$ cat src/hex_grid_cell_lookup_core_macros.svh
// ----------------------------------------------------------------------------
// Hex grid cell lookup: assertion macros
// Shared concurrent-check shorthands, clocked on aclk and quiet in reset.
// ----------------------------------------------------------------------------
`ifndef HEX_GRID_CELL_LOOKUP_CORE_MACROS_SVH
`define HEX_GRID_CELL_LOOKUP_CORE_MACROS_SVH

// Check that a condition holds at every clock edge out of reset
`define HGCL_ASSERT_ALWAYS(lbl, cond, msg) \
    lbl: assert property (@(posedge aclk) disable iff (!aresetn) (cond)) \
        else $error(msg);

// Check that a consequent holds in the same cycle as its antecedent
`define HGCL_ASSERT_IMPLIES(lbl, ante, cons, msg) \
    lbl: assert property (@(posedge aclk) disable iff (!aresetn) (ante) |-> (cons)) \
        else $error(msg);

`endif

$ cat src/hgcl_pkg.sv
// ----------------------------------------------------------------------------
// Hex grid cell lookup: package
// Field widths, register indexes, defaults and the configuration bundle.
// ----------------------------------------------------------------------------
package hgcl_pkg;

    // Default build parameters
    localparam int FRAC_BITS_DEF = 16;
    localparam int MAX_TILES_DEF = 256;

    // Port field widths
    localparam int POS_W    = 16;
    localparam int TILES_W  = 9;
    localparam int INV_W    = 17;
    localparam int LOCAL_W  = 17;
    localparam int CENTER_W = 19;

    // Largest center coordinate, 2.0 in Q.16
    localparam int CENTER_MAX = 131072;

    // Configuration port
    localparam int CFG_IDX_W  = 3;
    localparam int CFG_DATA_W = 17;

    localparam logic [CFG_IDX_W-1:0] CFG_TILES_X     = 3'd0;
    localparam logic [CFG_IDX_W-1:0] CFG_TILES_Y     = 3'd1;
    localparam logic [CFG_IDX_W-1:0] CFG_INV_TILES_X = 3'd2;
    localparam logic [CFG_IDX_W-1:0] CFG_INV_TILES_Y = 3'd3;
    localparam logic [CFG_IDX_W-1:0] CFG_VERTICAL    = 3'd4;

    // Reset values
    localparam logic [TILES_W-1:0] TILES_RST = 9'd1;
    localparam logic [INV_W-1:0]   INV_RST   = 17'h10000;

    // Register bank as seen by the pipeline stages
    typedef struct packed {
        logic [TILES_W-1:0] tiles_x;
        logic [TILES_W-1:0] tiles_y;
        logic [INV_W-1:0]   inv_tiles_x;
        logic [INV_W-1:0]   inv_tiles_y;
        logic               vertical;
    } cfg_t;

endpackage

$ cat src/hgcl_scale.sv
// ----------------------------------------------------------------------------
// Hex grid cell lookup: scale stage
// Converts the Q0.16 position to Q.FRAC_BITS and multiplies by the tile count.
// ----------------------------------------------------------------------------
module hgcl_scale #(
    parameter int FRAC_BITS = hgcl_pkg::FRAC_BITS_DEF,
    parameter int MAX_TILES = hgcl_pkg::MAX_TILES_DEF
) (
    input  logic                                   aclk,
    input  logic                                   aresetn,
    input  hgcl_pkg::cfg_t                         cfg,
    input  logic                                   in_valid,
    output logic                                   in_ready,
    input  logic [hgcl_pkg::POS_W-1:0]             pos_x,
    input  logic [hgcl_pkg::POS_W-1:0]             pos_y,
    output logic                                   out_valid,
    input  logic                                   out_ready,
    output logic [FRAC_BITS+$clog2(MAX_TILES+1)-1:0] qx,
    output logic [FRAC_BITS+$clog2(MAX_TILES+1)-1:0] qy
);
    import hgcl_pkg::*;

    localparam int TW   = $clog2(MAX_TILES + 1);
    localparam int QW   = FRAC_BITS + TW;
    localparam int XW   = POS_W + FRAC_BITS;
    localparam int SH_L = (FRAC_BITS >= POS_W) ? FRAC_BITS - POS_W : 0;
    localparam int SH_R = (FRAC_BITS <  POS_W) ? POS_W - FRAC_BITS : 0;

    logic                 valid_reg, valid_next;
    logic [QW-1:0]        qx_reg, qx_next;
    logic [QW-1:0]        qy_reg, qy_next;
    logic [FRAC_BITS-1:0] q_x, q_y;
    logic [TW-1:0]        eff_x, eff_y;

    // Clamp a tile count into 1..MAX_TILES
    function automatic logic [TW-1:0] eff_tiles(input logic [TILES_W-1:0] t);
        if (t == '0) begin
            return TW'(1);
        end else if (32'(t) > 32'(MAX_TILES)) begin
            return TW'(MAX_TILES);
        end else begin
            return TW'(t);
        end
    endfunction

    // Re-scale Q0.16 to Q.FRAC_BITS, truncating
    function automatic logic [FRAC_BITS-1:0] to_q(input logic [POS_W-1:0] p);
        return FRAC_BITS'((XW'(p) << SH_L) >> SH_R);
    endfunction

    // Scale both axes
    always_comb begin
        q_x     = to_q(pos_x);
        q_y     = to_q(pos_y);
        eff_x   = eff_tiles(cfg.tiles_x);
        eff_y   = eff_tiles(cfg.tiles_y);
        qx_next = {{TW{1'b0}}, q_x} * {{FRAC_BITS{1'b0}}, eff_x};
        qy_next = {{TW{1'b0}}, q_y} * {{FRAC_BITS{1'b0}}, eff_y};
    end

    // Advance when the slot is empty or drains this cycle
    assign in_ready   = !valid_reg || out_ready;
    assign valid_next = in_ready ? in_valid : valid_reg;

    always_ff @(posedge aclk) begin
        if (!aresetn) begin
            valid_reg <= 1'b0;
        end else begin
            valid_reg <= valid_next;
        end
    end

    always_ff @(posedge aclk) begin
        if (in_valid && in_ready) begin
            qx_reg <= qx_next;
            qy_reg <= qy_next;
        end
    end

    assign out_valid = valid_reg;
    assign qx        = qx_reg;
    assign qy        = qy_reg;

endmodule

$ cat config.mk
export PLATFORM = sky130hd
export DESIGN_NAME = hgcl_scale
export DESIGN_NICKNAME = d
export VERILOG_FILES = /design/src/hex_grid_cell_lookup_core_macros.svh /design/src/hgcl_pkg.sv /design/src/hgcl_scale.sv
export SDC_FILE = /design/constraint.sdc
export NUM_CORES = 1
export LEC_CHECK = 0
export ABC_AREA = 1
export BUFFER_PORTS_ARGS = -buffer_cell sky130_fd_sc_hd__buf_2
export CORE_MARGIN = 4
export CORE_UTILIZATION = 50
export DETAILED_ROUTE_END_ITERATION = 10
export PLACE_DENSITY = 0.7
export SYNTH_ARGS = -nofsm -noshare
export SYNTH_HDL_FRONTEND = slang
export SYNTH_SLANG_ARGS = --single-unit
export TNS_END_PERCENT = 10
$ cat constraint.sdc
create_clock -name aclk -period 7 [get_ports aclk]
set_input_delay 1.05 -clock aclk [delete_from_list [all_inputs] [get_ports aclk]]
set_output_delay 1.05 -clock aclk [all_outputs]
set_load 0.005 [all_outputs]
## Yosys cells after proc, flatten, opt, wreduce, memory -nomap -nowiden

Index checks and enable logic that the tools add are counted.

| storage, ports and cells | value |
|---|---|
| register bits after elaboration | 51 |
| input bits | 89 |
| output and inout bits | 52 |
| logic and storage cells | 16 |

| cells by class | value |
|---|---|
| multipliers | 2 |
| $lt $le $gt $ge | 2 |
| mux-type cells | 4 |
| reductions and logical operators | 5 |

Operator list:

| operator | count |
|---|---|
| multiplier 16 x 9 -> 25 bit | 2 |
| 2-to-1 mux 9 bit | 4 |
| greater-than comparator 9 bit (second input constant) | 2 |
| logical NOT 9 bit | 2 |
| logical AND 1 bit | 1 |
| logical NOT 1 bit | 1 |
| logical OR 1 bit | 1 |

## Depth between registers and ports, before layout

Gate-level depths: netlist of the first run.

| depth | value |
|---|---|
| depth after elaboration | 4 |
| gate-level depth with buffers | 27 |
| gate-level depth less buffers | 27 |

## Least setup slack after synthesis of the first run

No wires, ideal clock.

| path | value |
|---|---|
| path kind | input port to flip-flop |
| start point | in cfg[51] (netlist name) |
| end point | reg qx_reg[22], in the netlist qx[22], data pin |
| library setup time | 0.252 ns |
| arrival | 4.996 ns |
| required time | 6.748 ns |
| setup slack | 1.751 ns |
| stages | 23 |
| buffers on the path | 1 |
| cells stage by stage | inv_1 -> nand4_1 -> nor2_2 -> o21ai_0 -> inv_1 -> buf_6 -> nand2_1 -> fa_1 -> inv_1 -> fa_1 -> fa_1 -> inv_1 -> fa_1 -> inv_1 -> ha_1 -> nand2_1 -> inv_1 -> a21oi_1 -> nand3_1 -> nand2_1 -> nand2_1 -> nand2_1 -> nand2_1 |

| between the ends | value |
|---|---|
| cells in the longest elaborated chain, start to end | 4 |
| elaborated cells between the ends (all ways) | 5 |
| classes of those cells | 1 x mul; 1 x order compare; 2 x mux; 1 x reduce/logical |

Ends and longest elaborated chain:

| item | RTL line | text |
|---|---|---|
| from (decl) | hgcl_scale.sv:11 | `input hgcl_pkg::cfg_t cfg,` |
| greater-than comparator 9 bit | hgcl_scale.sv:39 | `end else if (32'(t) > 32'(MAX_TILES)) begin` |
| 2-to-1 mux 9 bit | hgcl_scale.sv:39 |  |
| 2-to-1 mux 9 bit (*) | hgcl_scale.sv:37 | `if (t == '0) begin` |
| multiplier 16 x 9 -> 25 bit (*) | hgcl_scale.sv:57 | `qx_next = {{TW{1'b0}}, q_x} * {{FRAC_BITS{1'b0}}, eff_x};` |
| named net qx_next[22] | hgcl_scale.sv:30 | `logic [QW-1:0] qx_reg, qx_next;` |
| to (signal assigned) | hgcl_scale.sv:75 | `qx_reg <= qx_next;` |
| to (decl) | hgcl_scale.sv:30 |  |

The timed path passes the listed nets; every way through them passes the cells marked *.
A chain may end at the register's enable or synchronous reset.

## Worst setup path after layout of the first run

| path | value |
|---|---|
| start point | in cfg[46] (netlist name) |
| end point | reg qx_reg[18], in the netlist qx[18], data pin |

Same word-level chain as after synthesis.

==> flow_metrics.py, run 1 <==
metrics = {
    "critical_path": {
        "path_common_cell": "inv_1",
        "cpPeakStageDelay_ps": 580,
        "path_cells": "buf_2 > inv_1 > nand3_1 > nor2_2 > o21ai_0 > inv_1 > nand2_1 > fa_1 > inv_1 > fa_1 > fa_1 > inv_1 > fa_1 > inv_1 > ha_1 > nand2_1 > inv_1 > nand3_1 > nor3_1 > o21ai_0 > nand3_1 > nand2_1",
        "worstSetupEndpoint": "qx[18]$_DFFE_PP_",
        "arrival_ps": 6020,
        "rr_worst_depth": 2,
        "cp-start-kind": "input port",
        "cp_max_fo": 14,
        "rr_startpoint": "out_valid$_SDFFE_PN0N_",
        "r2r_slack_ps": 5590,
        "setup.worst_path.start": "cfg[46]",
        "cp.required_ps": 7060,
        "end_kind": "flip-flop",
        "cpMaxStageDelayCell": "fa_1",
        "r2r-end": "qy[12]$_DFFE_PP_",
        "critPathKind": "in -> reg",
    },
    "synthesis": {
        "avgSynthCellArea_sq_um": 7.497,
        "synth_edf_count": 50,
        "synth-simple-area-share_pct": 22.68,
        "synth.area.top_cells": "fa_1, inv_1, nand2_1",
        "synth_cell_type_count": 29,
        "syn_area_sq_um": 11460,
        "synth.area.mux_share_pct": 0,
        "async_flop_share_pct": 0,
        "synth_top_flop_cell": "edfxtp_1",
        "synthXorXnorAreaFrac_pct": 1.529,
        "synth_top_family_by_area": "adder cells",
        "synthAdderAreaFrac_pct": 44.43,
        "synth_compound_area_share_pct": 2.042,
        "yosysWarningCount": 0,
        "synth_top_area_share_pct": 34.60,
        "yosysSeqAreaShare_pct": 13.28,
        "synth_nets": 1905,
        "ys_ff_latch": 51,
        "synth_cells": 1528,
        "yosysTopAreaCell": "fa_1",
    },
    "clocking": {
        "cts_tree": "built",
        "htree_levels": 2,
        "worst_skew_pair.late_latency_ps": 300,
        "cts_post_setup_buffers_inserted": 0,
        "clockBufferDepth": 2,
        "numCtsBuffers": 5,
        "clk_pin_slew_ps": 70,
        "ctsHoldBuffers": 0,
        "cts_sinks": 51,
        "cts_resized": 0,
        "root_buffer": "clkbuf_16",
    },
    "placement": {
        "postPlaceCellArea_sq_um": 12230,
        "dp_hpwl_um": 23270,
        "port_buffers": 105,
        "globalplace.congestion": 0.9114,
    },
    "power": {
        "p_leak_uw": 0.007374,
        "vdd_drop_max_uv": 143.9,
        "power.density_nw_per_um2": 217.8,
        "total_power_uw": 2701,
    },
    "global_route": {
        "grt_pass1_vias": 9727,
        "grt_start_max_net_pins": 51,
        "grt_pass1_wl_um": 46700,
        "overflow": 0,
        "grt_antenna_before_repair": 0,
        "grt_usage_pct": 22.20,
    },
    "routing": {
        "drc": 0,
        "drt_first_pass_iters": 7,
        "ant_nets": 0,
        "via_count": 9418,
        "wire_per_inst_um": 14.17,
        "drt_iter0_drc": 711,
        "via_per_inst": 4.944,
        "drt_wl_total_um": 27000,
    },
    "timing": {
        "max_freq_mhz": 167.7,
        "whs_ps": 544.8,
        "rsz0062_at_grt": "no",
        "post-route-period-util_pct": 85.18,
        "tns_ps": 0,
        "finalHoldViolations": 0,
        "tightest_slew_ps": 681.3,
        "fin_skew_ps": 8.678,
        "setup_viol": 0,
        "max-slew-margin-rel_pct": 54.10,
        "fin_crit_ps": 5962,
        "slew_violations": 0,
    },
    "floorplan": {
        "dieWidth_um": 159.4,
        "rows": 55,
        "fp.coreArea_sq_um": 22570,
        "die_h_um": 159.4,
        "start_util_pct": 50.75,
        "io_pins": 141,
        "dieArea_sq_um": 25400,
    },
    "run": {
        "cap_violations": 0,
    },
    "finish": {
        "fin_area_sq_um": 12400,
        "n_antenna_cell": 0,
        "drive_above_1_share_pct": 8.272,
        "area_growth_pct": 8.246,
        "fin_nets": 1996,
    },
    "status": {
        "status": "finished clean",
    },
    "hold_path": {
        "hp-class": "reg -> reg",
    },
}
per-layer routing:
layer  vias to the layer above  wire [um]  global-route usage (%)
met1                      4467      12800                   33.31
met2                       350      11650                   34.80
met3                        28       2083                   3.081
met5                         -          0                       0
met4                         0        463                   4.339
li1                       4573          -                       -
layout make-up:
class | instances | area (sq um)
Fill cell | 2187 | 10170
Multi-Input combinational cell | 1003 | 8109
Inverter | 448 | 1682
Sequential cell | 51 | 1521
Timing Repair Buffer | 110 | 563.0
Tap cell | 285 | 356.6
Clock buffer | 5 | 125.1
Clock inverter | 3 | 43.79
cells in the final DEF (no fill, tap or decap), drive strengths merged:
master,netlist,final
clkinv,0,2
xor2,14,14
bufinv,0,1
inv,448,448
nand2,417,417
dfxtp,1,1
and2,4,4
edfxtp,50,50
a21boi,1,1
ha,90,90
o21ai,4,4
nand3,46,46
nand3b,1,1
nor3,13,13
clkbuf,7,5
a21oi,27,27
xnor2,6,6
fa,198,198
nand4,6,6
buf,19,110
nor2,168,168
o21bai,8,8
power breakdown:
part | internal, uW | switching (uW) | leakage, uW
clock | 169 | 114 | 0.0000838
sequential | 506 | 33.5 | 0.000498
combinational | 673 | 1210 | 0.00679
cells by family after synthesis:
kind of cell	after synthesis
simple gates	655
buf+inv	474
fa+ha+maj	288
flops	51
compound gates	40
xor+xnor	20
metrics by stage:
stage	utilization [%]	setup WS [ps]	instances
floorplan	-	1751	1528
global placement	54.19	827.0	1897
detailed placement	54.19	781.0	1897
CTS	54.94	1082	1905
global route	54.94	687.2	1905
finish	54.94	1038	1905
Yosys cell counts, types with 2 or more instances:
master / count
nor2_1: 162
nand2_2: 3
o21ai_0: 3
clkbuf_1: 4
buf_1: 2
inv_1: 443
nand2_1: 414
edfxtp_1: 50
clkbuf_2: 3
inv_2: 5
fa_1: 198
buf_6: 4
nor2_2: 3
nand4_1: 6
a21oi_1: 27
buf_4: 3
buf_2: 10
xnor2_1: 6
nand3_1: 46
nor3_1: 13
o21bai_1: 8
nor2_4: 3
ha_1: 90
and2_1: 4
xor2_1: 14
critical path: cells and delay by family:
family / cells / cell delay (ps)
adder cells (fa/ha/maj): 5 / 2510
AO/OA/AOI/OAI: 2 / 430
buffers and inverters: 7 / 1000
AND/OR/NAND/NOR: 8 / 1030
worst min path at each step:
stage | end | cells past startpoint | start | slack (ps)
final | out_valid$_SDFFE_PN0N_ | 2 | out_valid$_SDFFE_PN0N_ | 540
after detailed placement | out_valid$_SDFFE_PN0N_ | 2 | out_valid$_SDFFE_PN0N_ | 540
after floorplan | out_valid$_SDFFE_PN0N_ | 2 | out_valid$_SDFFE_PN0N_ | 520
after CTS | out_valid$_SDFFE_PN0N_ | 2 | out_valid$_SDFFE_PN0N_ | 550
after global placement | out_valid$_SDFFE_PN0N_ | 2 | out_valid$_SDFFE_PN0N_ | 530
after global routing | out_valid$_SDFFE_PN0N_ | 2 | out_valid$_SDFFE_PN0N_ | 590
No activity file was read; power rests on OpenSTA's default activity.
==> run 2, diff against run 1 <==
Settings changed: CAP_MARGIN set to 20, MAX_ROUTING_LAYER set to met4.
==> flow_metrics.py, run 2 (synthesis results as in run 1) <==
metrics = {
    "timing": {
        "post-route-period-util_pct": 84.20,
        "finalHoldViolations": 0,
        "fin_crit_ps": 5894,
        "slew_violations": 0,
        "max_freq_mhz": 169.7,
        "rsz0062_at_grt": "no",
        "tightest_slew_ps": 700.2,
        "fin_skew_ps": 7.024,
        "tns_ps": 0,
        "setup_viol": 0,
        "whs_ps": 542.0,
        "max-slew-margin-rel_pct": 52.83,
    },
    "clocking": {
        "root_buffer": "clkbuf_16",
        "clockBufferDepth": 2,
        "htree_levels": 2,
        "worst_skew_pair.late_latency_ps": 310,
        "cts_sinks": 51,
        "numCtsBuffers": 5,
        "cts_post_setup_buffers_inserted": 0,
        "clk_pin_slew_ps": 70,
        "ctsHoldBuffers": 0,
        "cts_tree": "built",
        "cts_resized": 0,
    },
    "floorplan": {
        "fp.coreArea_sq_um": 22570,
        "rows": 55,
        "die_h_um": 159.4,
        "dieWidth_um": 159.4,
        "dieArea_sq_um": 25400,
        "io_pins": 141,
        "start_util_pct": 50.75,
    },
    "critical_path": {
        "cpLargestDelayFamily": "adder cells",
        "r2r-end": "qy[14]$_DFFE_PP_",
        "rr_worst_depth": 2,
        "r2r_slack_ps": 5600,
        "setup.worst_path.start": "cfg[46]",
        "path_common_cell": "inv_1",
        "cpMaxStageDelayCell": "fa_1",
        "cp-start-kind": "input port",
        "cpPeakStageDelay_ps": 570,
        "path_cells": "buf_2 > inv_1 > nand3_1 > nor2_2 > o21ai_0 > inv_1 > nand2_1 > fa_1 > inv_1 > fa_1 > fa_1 > inv_1 > fa_1 > inv_1 > ha_1 > nand2_1 > inv_1 > nand3_1 > nor3_1 > o21ai_0 > nand3_1 > nand2_1",
        "critPathKind": "in -> reg",
        "crit_buf_inv": 7,
        "rr_startpoint": "out_valid$_SDFFE_PN0N_",
        "cp_max_fo": 14,
        "cp.required_ps": 7070,
        "end_kind": "flip-flop",
        "arrival_ps": 5960,
    },
    "finish": {
        "layout_commonest_cell": "inv_1",
        "fin_nets": 1995,
        "final_core_util_pct": 54.89,
        "layout_common_cells": "inv_1, nand2_1, fa_1, nor2_1, buf_2",
        "drive_above_1_share_pct": 8.153,
        "area_growth_pct": 8.158,
        "fin_area_sq_um": 12390,
        "n_antenna_cell": 0,
    },
    "global_route": {
        "grt_pass1_vias": 9775,
        "grt_usage_pct": 23.24,
        "grt_start_max_net_pins": 51,
        "overflow": 0,
        "grt_antenna_before_repair": 0,
        "grt_pass1_wl_um": 47110,
    },
    "power": {
        "p_leak_uw": 0.007362,
        "power.density_nw_per_um2": 217.7,
        "vdd_drop_max_uv": 144.1,
    },
    "placement": {
        "postPlaceCellArea_sq_um": 12220,
        "port_buffers": 105,
        "globalplace.congestion": 0.9110,
        "dp_hpwl_um": 23390,
    },
    "hold_path": {
        "hp-class": "reg -> reg",
        "min_to": "out_valid$_SDFFE_PN0N_",
        "hold_start": "out_valid$_SDFFE_PN0N_",
        "min_path_cells": 2,
    },
    "routing": {
        "ant_nets": 0,
        "via_count": 9506,
        "drt_first_pass_iters": 5,
        "drt_wl_total_um": 27200,
        "via_per_inst": 4.993,
        "wire_per_inst_um": 14.28,
        "drt_iter0_drc": 687,
        "drc": 0,
    },
    "status": {
        "status": "finished clean",
    },
    "run": {
        "cap_violations": 0,
    },
}
==> run 2: changes by cell type in the layout (fill, tap and decap cells not counted) <==
| cell | previous run | this run |
|---|---|---|
| clkinv_4 | 1 | 0 |
| clkinv_2 | 1 | 0 |
| clkinvlp_4 | 0 | 1 |
| clkbuf_1 | 0 | 1 |
| buf_4 | 5 | 4 |
==> run 2: layout make-up <==
type	instances	area (sq um)
fill	2191	10180
clock buffer	6	128.9
tap	285	356.6
multi-input combinational	1003	8109
inverter	448	1682
sequential	51	1521
timing repair buffer	109	555.5
clock inverter	2	37.54
==> run 2: power by group <==
part	switching (uW)	internal [uW]	total [uW]
Combinational	1200	672	1870
Sequential	31.7	506	538
Clock	117	169	286
Total	1350	1350	2700
==> run 2: worst min-delay path, delay by kind of cell (launching register included) <==
family,cells,cell delay (ps)
and+or+nand+nor,1,90
AOI/OAI and AO/OA,1,70
DFF,1,340
==> run 2: routing by layer <==
| layer | track usage (%) | wire, um | up-vias |
|---|---|---|---|
| li1 | - | - | 4574 |
| met1 | 33.23 | 12720 | 4548 |
| met2 | 35.29 | 11710 | 343 |
| met3 | 3.857 | 2192 | 41 |
| met4 | 4.931 | 576 | 0 |
| met5 | - | 0 | - |
==> run 2: metrics by stage <==
step           cells  total power (uW)  worst slack (ps)
6_report        1904              2698              1106
4_1_cts         1904              2698              1130
3_3_place_gp    1896              2354             841.9
2_1_floorplan   1528              1862              1751
5_1_grt         1904              3009             774.7
3_5_place_dp    1896              2394             832.2
==> run 2: how the worst max path moves through the flow <==
stage | to | cells after the start
6_report | qx[18]$_DFFE_PP_ | 22
5_1_grt | qx[18]$_DFFE_PP_ | 22
4_1_cts | qx[18]$_DFFE_PP_ | 22
3_5_place_dp | qx[18]$_DFFE_PP_ | 22
3_3_place_gp | qx[18]$_DFFE_PP_ | 22
2_1_floorplan | qx[22]$_DFFE_PP_ | 23
